**src/hdl/sal_pkg.sv**
```systemverilog
// Shared types and constants for the skyline atlas allocator.
// No dependencies; imported by every module of the block.
`default_nettype none

package sal_pkg;

    // Atlas edge length in texels, widths derived from it, and the port field width
    localparam int ATLAS_SIZE = 128;
    localparam int IDX_W      = $clog2(ATLAS_SIZE);
    localparam int HGT_W      = $clog2(ATLAS_SIZE + 1);
    localparam int FIELD_W    = 7;

    // Request codes
    typedef enum logic [1:0] {
        REQ_ALLOC   = 2'd0,
        REQ_SAVE    = 2'd1,
        REQ_RESTORE = 2'd2,
        REQ_CLEAR   = 2'd3
    } t_req;

    // Sequencer states
    typedef enum logic [2:0] {
        ST_IDLE,
        ST_LOAD,
        ST_WIN,
        ST_SCAN,
        ST_PLACE,
        ST_COPY,
        ST_DONE
    } t_state;

    // Broadcast commands from the sequencer to every column cell
    typedef struct packed {
        logic             load;      // s <= height, m <= 0
        logic             win;       // m <= max(m, s), s shifts toward column 0
        logic             scan;      // m shifts toward column 0
        logic             raise;     // write raise_val over [spot, end_col)
        logic             save;
        logic             restore;
        logic             clear;
        logic [HGT_W-1:0] raise_val;
        logic [IDX_W-1:0] spot;
        logic [IDX_W:0]   end_col;
    } t_cell_ctl;

endpackage

`default_nettype wire

```
**src/hdl/sal_cell.sv**
```systemverilog
// One skyline column: fill height, snapshot, and the shift/window-max registers.
// Depends on sal_pkg; chained by the top level, column 0 at the head.
`default_nettype none

module sal_cell (
    input  wire logic                    i_clk,
    input  wire logic                    i_rst_n,
    input  wire logic [sal_pkg::IDX_W-1:0] i_idx,
    input  wire sal_pkg::t_cell_ctl      i_ctl,
    input  wire logic [sal_pkg::HGT_W-1:0] i_s_next,
    input  wire logic [sal_pkg::HGT_W-1:0] i_m_next,
    output logic      [sal_pkg::HGT_W-1:0] o_s,
    output logic      [sal_pkg::HGT_W-1:0] o_m
);
    import sal_pkg::*;

    logic [HGT_W-1:0] r_hgt;
    logic [HGT_W-1:0] r_saved;
    logic [HGT_W-1:0] r_s;
    logic [HGT_W-1:0] r_m;
    logic             in_range;

    // column covered by the rectangle being placed
    assign in_range = (i_idx >= i_ctl.spot) && ({1'b0, i_idx} < i_ctl.end_col);

    // skyline height and snapshot
    always_ff @(posedge i_clk) begin
        if (!i_rst_n) begin
            r_hgt   <= '0;
            r_saved <= '0;
        end else begin
            if (i_ctl.clear) begin
                r_hgt <= '0;
            end else if (i_ctl.restore) begin
                r_hgt <= r_saved;
            end else if (i_ctl.raise && in_range) begin
                r_hgt <= i_ctl.raise_val;
            end
            if (i_ctl.save) begin
                r_saved <= r_hgt;
            end
        end
    end

    // window maximum: heights slide past, max accumulates; then maxima shift out
    always_ff @(posedge i_clk) begin
        if (i_ctl.load) begin
            r_s <= r_hgt;
            r_m <= '0;
        end else if (i_ctl.win) begin
            r_s <= i_s_next;
            r_m <= (r_s > r_m) ? r_s : r_m;
        end else if (i_ctl.scan) begin
            r_m <= i_m_next;
        end
    end

    assign o_s = r_s;
    assign o_m = r_m;

endmodule

`default_nettype wire

```
**config.mk**
```make
export PLATFORM = sky130hd
export DESIGN_NAME = sal_cell
export DESIGN_NICKNAME = d
export VERILOG_FILES = /design/src/hdl/sal_pkg.sv /design/src/hdl/sal_cell.sv
export SDC_FILE = /design/constraint.sdc
export NUM_CORES = 1
export LEC_CHECK = 0
export BUFFER_PORTS_ARGS = -buffer_cell sky130_fd_sc_hd__buf_4
export CAP_MARGIN = 20
export CORE_ASPECT_RATIO = 1.25
export CORE_MARGIN = 1.5
export CORE_UTILIZATION = 55
export CTS_BUF_LIST = sky130_fd_sc_hd__clkbuf_4 sky130_fd_sc_hd__clkbuf_8
export DETAILED_ROUTE_END_ITERATION = 8
export PLACE_DENSITY = 0.87
export SLEW_MARGIN = 20
export SYNTH_ARGS = -nofsm -noshare
export SYNTH_HDL_FRONTEND = slang
export SYNTH_SLANG_ARGS = --single-unit
```
**constraint.sdc**
```tcl
create_clock -name i_clk -period 3.4 [get_ports i_clk]
set_input_delay 0.34 -clock i_clk [delete_from_list [all_inputs] [get_ports i_clk]]
set_output_delay 0.34 -clock i_clk [all_outputs]
set_load 0.01 [all_outputs]
```
==> flow_summary.yaml <==
route:
  drt_pass1_iterations: 4
  ant_nets: 0
  routed_wl_mm: 4.70
  via_per_inst: 5.70
  wl_per_cell_um: 15.0
  drtIter0Drc: 64
  drc: 0
  vias: 1790
clock_tree:
  cts_resized: 0
  clk_latency_ns: 0.29
  cts_buffers: 5
  clk_pin_slew_worst_paths_ns: 0.07
  postCtsSetupBuffers: 0
  ctsRootBufferMaster: "clkbuf_8"
  cts_hold_buf: 0
  cts.sinks: 32
  clk_path_buf_depth: 2
  cts_tree: "yes"
  h-tree-depth: 2
power:
  seq_power_share_pct: 43.3
  cellLeakagePower_uw: 0.00126
  switching_share_pct: 29.9
  pwr-share-clk_pct: 29.6
  p_total_uw: 996
  power_switching_uw: 298
  p_comb_share_pct: 27.1
  intPower_uw: 698
  peakVddDrop_mv: 0.360
  powerDensity_mw_per_mm2: 371
yosys:
  synth-main-ff-cell: "dfxtp_1"
  ys_seq_elements: 32
  async_flop_share_pct: 0
  synth_area_per_cell_um2: 10.1
  yosysWarnings: 0
  netlist.area_leader.share_pct: 23.5
  synth_cells: 202
  synth_area_mm2: 0.00204
  ys_top_cells_by_count: "24 x dfxtp_1, 24 x inv_1, 21 x ha_1"
  synth_edf_count: 8
  synthTopCellsByArea: "dfxtp_1 24%, ha_1 13%, edfxtp_1 12%, mux2i_1 6.4%, o221a_2 5.0%"
  ys_seq_area_share_pct: 35.3
  syn-num-nets: 278
  synth.distinct_cells: 37
  synth.largest_area_cell: "dfxtp_1"
global_routing:
  antenna_found_initial: 0
  first_global_vias: 1724
  track_usage_pct: 24.1
  grt_pass1_wl_mm: 7.69
  grt_max_degree: 17
  overflow: 0
worst_setup_path:
  endpoint_kind: "register"
  crit_fanout: 9
  cp.arrival_ns: 2.27
  worstSetupPathType: "register to register"
  cp.required_ns: 3.61
  cp-start-kind: "register"
timing:
  hold_slack_ns: 0.314
  setup_viol: 0
  worstMarginPinSlew_ns: 0.754
  hold_viol: 0
  report.final.slew_viol_count: 0
  grt_setup_unrepaired: "no"
  finClkSkew_ns: 0.00738
  fin_setup_tns_ns: 0
  max_freq_mhz: 485
  min_period_over_period_pct: 60.6
  fin_crit_ns: 2.06
  slew_headroom_pct: 49.6
floorplanning:
  num_rows: 24
  pin_count: 71
  start_util_pct: 58.2
  core-area_mm2: 0.00351
  die_h_um: 71.1
  die_x_um: 57.5
  die_area_mm2: 0.00409
layout:
  num_antenna_cells: 0
  fillers: 252
  layout-drive-gt1-share_pct: 41.8
  final_nets: 350
  syn2layout_area_growth_pct: 31.4
worst_hold_path:
  hp-class: "input port to register"
placed_design:
  place.port_buffers: 70
  hpwl_mm: 3.87
  gp_congestion: 0.890
job:
  drv_cap: 0
outcome:
  status: "complete, no violations"
==> power by group through the flow <==
stage          Sequential (uW)  Clock (uW)  Combinational [uW]
2_1_floorplan              444           0                 150
3_3_place_gp               438           0                 260
3_5_place_dp               439           0                 270
4_1_cts                    431         296                 272
5_1_grt                    434         311                 298
6_report                   431         294                 270
==> flip-flops by register name (all words and copies together) (netlist names) <==
name / count
o_m: 8
o_s: 8
r_hgt: 8
r_saved: 8
==> metal layers <==
metal  global-route usage (%)  share of wire, %
met1                     28.4                40
met2                     42.7                53
met3                     6.40               6.0
met4                     6.20               1.2
met5                        0                 0
==> worst max-delay path, cell delays in order, from the launching register on <==
cell and delay, ns:
edfxtp_1 0.44, ha_1 0.34, nor2b_1 0.14, o211ai_1 0.22, a21oi_2 0.17, nor3_2 0.44, a2bb2oi_1 0.22
==> placed cells by master (no fill, tap or decap), types with 3 or more instances in the layout <==
cell and count:
o221a_2 9, buf_4 70, nor2_1 3, a21oi_1 4, o211ai_1 13, mux2i_1 13, and3_2 3, or2_2 6
a2bb2oi_1 6, ha_1 21, nor2b_1 11, nand2_1 10, edfxtp_1 8, inv_1 24, o21ai_0 5, nor3_1 6
mux2_2 8, dfxtp_1 24, clkbuf_8 5, nor4_2 3
==> path summary, 6_finish.rpt <==
path,startpoint,endpoint,slack (ns),cells after the start
worst max-delay path,o_s[1],o_m[2],1.34,6
worst min-delay path,i_rst_n,r_saved[5],0.31,2
worst max register to register,o_s[1],o_m[2],1.34,6
worst min register to register,r_hgt[6],r_hgt[6],0.49,2
==> area by class of cell <==
type | instances | area (um^2) | share of cell area (%)
inverter | 24 | 90.1 | 3.36
multi-input combinational | 141 | 1210 | 45.2
clock inverter | 3 | 18.8 | 0.699
sequential | 32 | 721 | 26.8
clock buffer | 5 | 68.8 | 2.56
tap | 39 | 48.8 | 1.82
timing repair buffer | 70 | 526 | 19.6
==> cell families (layout without fill, tap and decap cells) <==
group,Yosys count,count (layout),synth area share [%]
simple gates,50,50,14.9
compound gates,49,49,20.8
flops,32,32,35.3
buf+inv,29,102,5.39
fa+ha+maj,21,21,12.9
mux,21,21,10.8
==> stage by stage <==
stage | worst slack (ns) | util, % | std cells | area (um^2)
detailed placement | 1.30 | 73.9 | 306 | 2600
global route | 1.21 | 76.4 | 314 | 2690
finish | 1.34 | 76.4 | 314 | 2690
global placement | 1.42 | 73.9 | 306 | 2600
floorplan | 1.56 | - | 202 | 2040
CTS | 1.33 | 76.4 | 314 | 2690
No activity file was read; power rests on OpenSTA's default activity.
