File: src/hdl/sal_pkg.sv
// Shared types and constants for the skyline atlas allocator.
// No dependencies; imported by every module of the block.
`default_nettype none

package sal_pkg;

    // Atlas edge length in texels, widths derived from it, and the port field width
    localparam int ATLAS_SIZE = 128;
    localparam int IDX_W      = $clog2(ATLAS_SIZE);
    localparam int HGT_W      = $clog2(ATLAS_SIZE + 1);
    localparam int FIELD_W    = 7;

    // Request codes
    typedef enum logic [1:0] {
        REQ_ALLOC   = 2'd0,
        REQ_SAVE    = 2'd1,
        REQ_RESTORE = 2'd2,
        REQ_CLEAR   = 2'd3
    } t_req;

    // Sequencer states
    typedef enum logic [2:0] {
        ST_IDLE,
        ST_LOAD,
        ST_WIN,
        ST_SCAN,
        ST_PLACE,
        ST_COPY,
        ST_DONE
    } t_state;

    // Broadcast commands from the sequencer to every column cell
    typedef struct packed {
        logic             load;      // s <= height, m <= 0
        logic             win;       // m <= max(m, s), s shifts toward column 0
        logic             scan;      // m shifts toward column 0
        logic             raise;     // write raise_val over [spot, end_col)
        logic             save;
        logic             restore;
        logic             clear;
        logic [HGT_W-1:0] raise_val;
        logic [IDX_W-1:0] spot;
        logic [IDX_W:0]   end_col;
    } t_cell_ctl;

endpackage

`default_nettype wire

File: src/hdl/sal_ctrl.sv
// Sequencer: takes requests, drives the column cells, picks the lowest spot
// from the maxima streaming out of column 0, and holds the result.
// Depends on sal_pkg.
`default_nettype none

module sal_ctrl (
    input  wire logic                        i_clk,
    input  wire logic                        i_rst_n,
    input  wire logic                        i_valid,
    output logic                             o_ready,
    input  wire logic [1:0]                  i_req_type,
    input  wire logic [sal_pkg::FIELD_W-1:0] i_rect_width,
    input  wire logic [sal_pkg::FIELD_W-1:0] i_rect_height,
    output logic                             o_valid,
    input  wire logic                        i_ready,
    output logic                             o_fits,
    output logic      [sal_pkg::FIELD_W-1:0] o_place_col,
    output logic      [sal_pkg::FIELD_W-1:0] o_place_row,
    input  wire logic [sal_pkg::HGT_W-1:0]   i_head_m,
    output sal_pkg::t_cell_ctl               o_ctl
);
    import sal_pkg::*;

    t_state           r_state, n_state;
    t_req             r_req;
    logic [HGT_W-1:0] r_w;
    logic [HGT_W-1:0] r_h;
    logic [HGT_W-1:0] r_cnt;
    logic [IDX_W-1:0] r_idx;
    logic [HGT_W-1:0] r_best;
    logic [IDX_W-1:0] r_spot;
    logic             r_res_fits;
    logic [IDX_W-1:0] r_res_col;
    logic [HGT_W-1:0] r_res_row;
    logic             r_out_valid;
    logic             r_fits;
    logic [FIELD_W-1:0] r_col;
    logic [FIELD_W-1:0] r_row;

    logic             accept;
    logic             win_last;
    logic             scan_last;
    logic             cand_ok;
    logic             fit_ok;
    logic [HGT_W:0]   top_sum;
    logic             out_free;

    assign accept    = i_valid && o_ready;
    assign win_last  = (r_cnt == HGT_W'(1));
    assign scan_last = (r_idx == IDX_W'(ATLAS_SIZE - 1));
    // start column is legal while it plus the bordered width is less than the atlas width
    assign cand_ok   = ((HGT_W+1)'(r_idx) + (HGT_W+1)'(r_w)) < (HGT_W+1)'(ATLAS_SIZE);
    assign top_sum   = (HGT_W+1)'(r_best) + (HGT_W+1)'(r_h);
    assign fit_ok    = top_sum <= (HGT_W+1)'(ATLAS_SIZE);
    assign out_free  = !r_out_valid || i_ready;

    // next state
    always_comb begin
        n_state = r_state;
        unique case (r_state)
            ST_IDLE: begin
                if (i_valid) begin
                    n_state = (t_req'(i_req_type) == REQ_ALLOC) ? ST_LOAD : ST_COPY;
                end
            end
            ST_LOAD:  n_state = ST_WIN;
            ST_WIN:   if (win_last) n_state = ST_SCAN;
            ST_SCAN:  if (scan_last) n_state = ST_PLACE;
            ST_PLACE: n_state = ST_DONE;
            ST_COPY:  n_state = ST_DONE;
            ST_DONE:  if (out_free) n_state = ST_IDLE;
            default:  n_state = ST_IDLE;
        endcase
    end

    // cell commands and input ready
    always_comb begin
        o_ready           = (r_state == ST_IDLE);
        o_ctl             = '0;
        o_ctl.raise_val   = HGT_W'(top_sum);
        o_ctl.spot        = r_spot;
        o_ctl.end_col     = (IDX_W+1)'((HGT_W+1)'(r_spot) + (HGT_W+1)'(r_w));
        unique case (r_state)
            ST_LOAD:  o_ctl.load  = 1'b1;
            ST_WIN:   o_ctl.win   = 1'b1;
            ST_SCAN:  o_ctl.scan  = 1'b1;
            ST_PLACE: o_ctl.raise = fit_ok;
            ST_COPY: begin
                o_ctl.save    = (r_req == REQ_SAVE);
                o_ctl.restore = (r_req == REQ_RESTORE);
                o_ctl.clear   = (r_req == REQ_CLEAR);
            end
            default: ;
        endcase
    end

    // state register
    always_ff @(posedge i_clk) begin
        if (!i_rst_n) begin
            r_state <= ST_IDLE;
        end else begin
            r_state <= n_state;
        end
    end

    // request capture, counters, lowest-spot search, result staging
    always_ff @(posedge i_clk) begin
        if (accept) begin
            r_req <= t_req'(i_req_type);
            r_w   <= HGT_W'(i_rect_width) + HGT_W'(1);
            r_h   <= HGT_W'(i_rect_height) + HGT_W'(1);
            r_cnt <= HGT_W'(i_rect_width) + HGT_W'(1);
        end
        if (r_state == ST_LOAD) begin
            r_idx  <= '0;
            r_best <= HGT_W'(ATLAS_SIZE);
            r_spot <= '0;
        end
        if (r_state == ST_WIN) begin
            r_cnt <= r_cnt - HGT_W'(1);
        end
        if (r_state == ST_SCAN) begin
            r_idx <= r_idx + IDX_W'(1);
            if (cand_ok && (i_head_m < r_best)) begin
                r_best <= i_head_m;
                r_spot <= r_idx;
            end
        end
        if (r_state == ST_PLACE) begin
            r_res_fits <= fit_ok;
            r_res_col  <= fit_ok ? r_spot : '0;
            r_res_row  <= fit_ok ? r_best : '0;
        end
        if (r_state == ST_COPY) begin
            r_res_fits <= 1'b1;
            r_res_col  <= '0;
            r_res_row  <= '0;
        end
    end

    // output register
    always_ff @(posedge i_clk) begin
        if (!i_rst_n) begin
            r_out_valid <= 1'b0;
        end else if (r_state == ST_DONE && out_free) begin
            r_out_valid <= 1'b1;
        end else if (i_ready) begin
            r_out_valid <= 1'b0;
        end
    end

    always_ff @(posedge i_clk) begin
        if (r_state == ST_DONE && out_free) begin
            r_fits <= r_res_fits;
            r_col  <= FIELD_W'(r_res_col);
            r_row  <= FIELD_W'(r_res_row);
        end
    end

    assign o_valid     = r_out_valid;
    assign o_fits      = r_fits;
    assign o_place_col = r_col;
    assign o_place_row = r_row;

endmodule

`default_nettype wire

File: config.mk
export PLATFORM = sky130hd
export DESIGN_NAME = sal_ctrl
export DESIGN_NICKNAME = d
export VERILOG_FILES = /design/src/hdl/sal_pkg.sv /design/src/hdl/sal_ctrl.sv
export SDC_FILE = /design/constraint.sdc
export NUM_CORES = 1
export LEC_CHECK = 0
export BUFFER_PORTS_ARGS = -buffer_cell sky130_fd_sc_hd__buf_2
export CORE_UTILIZATION = 56
export CTS_CLUSTER_SIZE = 12
export DETAILED_ROUTE_END_ITERATION = 16
export PLACE_DENSITY = 0.8
export SETUP_SLACK_MARGIN = 0.15
export SLEW_MARGIN = 25
export SYNTH_ARGS = -nofsm -noshare
export SYNTH_HDL_FRONTEND = slang
export SYNTH_SLANG_ARGS = --single-unit
export TNS_END_PERCENT = 1
File: constraint.sdc
create_clock -name i_clk -period 6.9 [get_ports i_clk]
set_clock_uncertainty 0.1 [all_clocks]
set_input_delay 0.69 -clock i_clk [delete_from_list [all_inputs] [get_ports i_clk]]
set_output_delay 0.69 -clock i_clk [all_outputs]
set_load 0.1 [all_outputs]
==> impl_metrics.yaml <==
yosys:
  yosysWarnings: 0
  async_flop_share: 0
  synth_edf_count: 48
  syn_nets: 451
  synthSimpleGateAreaFrac: 0.116
  seq_area_frac_synth: 0.499
  ys_dominant_reg_cell: "edfxtp_1"
  synth_xor_area_frac: 0.0660
  synth_compound_area_frac: 0.124
  synth_top_family_by_area: "compound AO/OA/AOI/OAI gates"
  ys_ff_latch: 82
  ys_types: 50
  synthAdderAreaFrac: 0.107
  syn_area_um2: 4250
  netlist_instances: 388
  synthMuxAreaShare: 0.0403
  syn_avg_cell_area_um2: 11.0
global_route:
  met3_usage: 0.0526
  grt.met1_usage: 0.279
  gr-total-overflow: 0
  grtUsageTotal: 0.221
  grt_pass1_vias: 2855
  antenna_found_initial: 0
  gr-max-usage-layer: "met2"
  grt_start_max_net_pins: 20
  met2_usage: 0.363
  grt_pass1_wl_um: 13100
worst_setup_path:
  crit_path_end_kind: "output port"
  critPathKind: "flip-flop to output port"
  worst_path_max_delay_cell: "a211oi_4"
  crit_fanout: 16
  max_stage_delay_ns: 0.60
  critPathLaunchType: "flip-flop"
  required_ns: 6.11
  crit_arrival_ns: 3.52
  crit_chain: "ha_1 -> inv_1 -> fa_1 -> nand2b_1 -> a21oi_1 -> xor2_1 -> o41a_1 -> a211oi_4 -> buf_2"
power:
  ir_worst_vdd_mv: 0.315
  power_frac_comb: 0.469
  leakage_nw: 2.13
  power.share.switching: 0.495
  clockPowerShare: 0.185
  p_per_area_nw_per_um2: 395
  finalPower_w: 0.00194
  pwr-share-seq: 0.346
  p_int_w: 0.000982
  p_switching_w: 0.000962
die:
  io_pins: 75
  die_w_um: 89.1
  initial_core_util: 0.583
  die_h_um: 89.1
  dieArea_um2: 7940
  rows: 31
  core_um2: 7290
cells_and_area:
  final_cell_mix: "74 x buf_2, 48 x edfxtp_1, 40 x inv_1"
  drive_gt1_frac: 0.230
  layout_commonest_cell: "buf_2"
  area_delta_synth_final_pct: 15.9
  nets: 527
  fillerInstances: 577
  antenna_cells: 0
route:
  wl_per_cell_um: 14.5
  ant_nets: 0
  drt_wl_total_um: 8220
  dr.pass1.iters: 5
  drc: 0
  drt_iter0_markers: 134
  vias: 3098
  routed_via_density: 5.45
clock_network:
  cts_buffers: 9
  insertion_delay_ns: 0.36
  path_clk_slew_ns: 0.09
  clock-sinks: 82
  root_buffer: "clkbuf_8"
  cts_setup_buffers: 0
  cts_hold_buf: 0
  cts-resized-gates: 0
  cts_buffer_depth: 2
  tritoncts: "built"
  ctsHtreeMaxLevel: 3
sta:
  rsz0062_at_grt: "false"
  setup_tns_ns: 0
  max_slew.worst_pin.slew_ns: 0.947
  maxSlewViolCount: 0
  finalCritPeriodShare: 0.624
  period_needed_ns: 4.31
  max_freq_mhz: 232
  setup_viol: 0
  hold_viol_final: 0
  maxSlewHeadroom: 0.366
worst_hold_path:
  hold_class: "flip-flop to flip-flop"
place:
  io_buffers: 74
  gp_congestion: 0.875
  hpwl_um: 6380
status:
  outcome: "finished clean"
run:
  drv_cap: 0
[area by class of cell]
cell class / count / area (um2) / share of cell area
clock buffers: 11 / 174 / 0.0353
repair buffers: 75 / 378 / 0.0767
multi-input cells: 256 / 1940 / 0.394
inverters: 40 / 150 / 0.0305
flip-flops and latches: 82 / 2120 / 0.431
clock inverters: 5 / 38.8 / 0.00787
well taps: 99 / 124 / 0.0251
[worst max-delay path, delay by kind of cell (launching register included)]
family | cells | cell delay [ns]
compound gates | 3 | 1.22
xor+xnor | 1 | 0.10
fa+ha+maj | 2 | 0.64
buf+inv | 2 | 0.62
flops | 1 | 0.40
simple gates | 1 | 0.18
[final timing paths]
kind / start / to / slack [ns] / depth (start not counted)
min: r_res_col[3] / o_place_col[3] / 0.34 / 0
max: r_best[0] / o_ctl[26] / 2.59 / 9
max reg2reg: r_best[0] / r_res_col[6] / 3.89 / 9
min reg2reg: r_res_col[3] / o_place_col[3] / 0.34 / 0
[flip-flops by register name (all words and copies together) (netlist names)]
signal	count
r_idx	7
r_res_col	7
o_valid	1
r_h	8
o_place_col	7
r_w	8
r_cnt	8
r_best	8
r_res_fits	1
r_res_row	7
r_req	2
o_place_row	7
r_state	3
r_spot	7
o_fits	1
[cell usage after synthesis (all sizes together), types with 3 or more instances]
library cell  count  area, um2
inv              40        150
nor2b             4       25.0
ha               33        413
nor3              8       40.0
nand3            13       65.1
clkbuf            8       31.3
a21o              7       52.6
xor2             13        114
dfxtp            34        681
nand2b            7       43.8
nor2             32        120
edfxtp           48       1440
o211ai            5       37.5
nand2            26       97.6
a21oi            18       90.1
and3              6       37.5
o21ai             5       28.8
a22o             14        133
a211oi            3       47.6
mux2i            16        160
xnor2            19        166
[power groups by stage]
| stage | Combinational (W) | Clock [W] | Sequential, W |
|---|---|---|---|
| after floorplan | 0.000688 | 0 | 0.000747 |
| after global placement | 0.000890 | 0 | 0.000680 |
| after detailed placement | 0.000906 | 0 | 0.000683 |
| after CTS | 0.000911 | 0.000362 | 0.000672 |
| after global routing | 0.000966 | 0.000386 | 0.000683 |
| final | 0.000912 | 0.000359 | 0.000673 |
[layer usage]
metal	vias up	wire length, um
li1	1520	-
met5	-	0
met3	18	534
met4	0	188
met2	96	3930
met1	1464	3570
[cells by family (layout without fill, tap and decap cells)]
family / count (synthesis) / after routing
compound gates: 67 / 67
xor+xnor: 32 / 32
fa+ha+maj: 35 / 35
buf+inv: 50 / 131
flops: 82 / 82
mux: 17 / 17
simple gates: 105 / 105
[through the flow]
stage / setup slack [ns] / utilization / hold WS (ns) / cell area [um2] / instances
after global placement: 3.08 / 0.645 / 0.317 / 4700 / 552
after CTS: 2.59 / 0.674 / 0.343 / 4910 / 568
after floorplan: 1.95 / - / 0.309 / 4250 / 388
final: 2.59 / 0.676 / 0.339 / 4930 / 568
after detailed placement: 3.00 / 0.645 / 0.324 / 4700 / 552
after global routing: 2.43 / 0.676 / 0.354 / 4930 / 568
No activity file was read; power rests on OpenSTA's default activity.
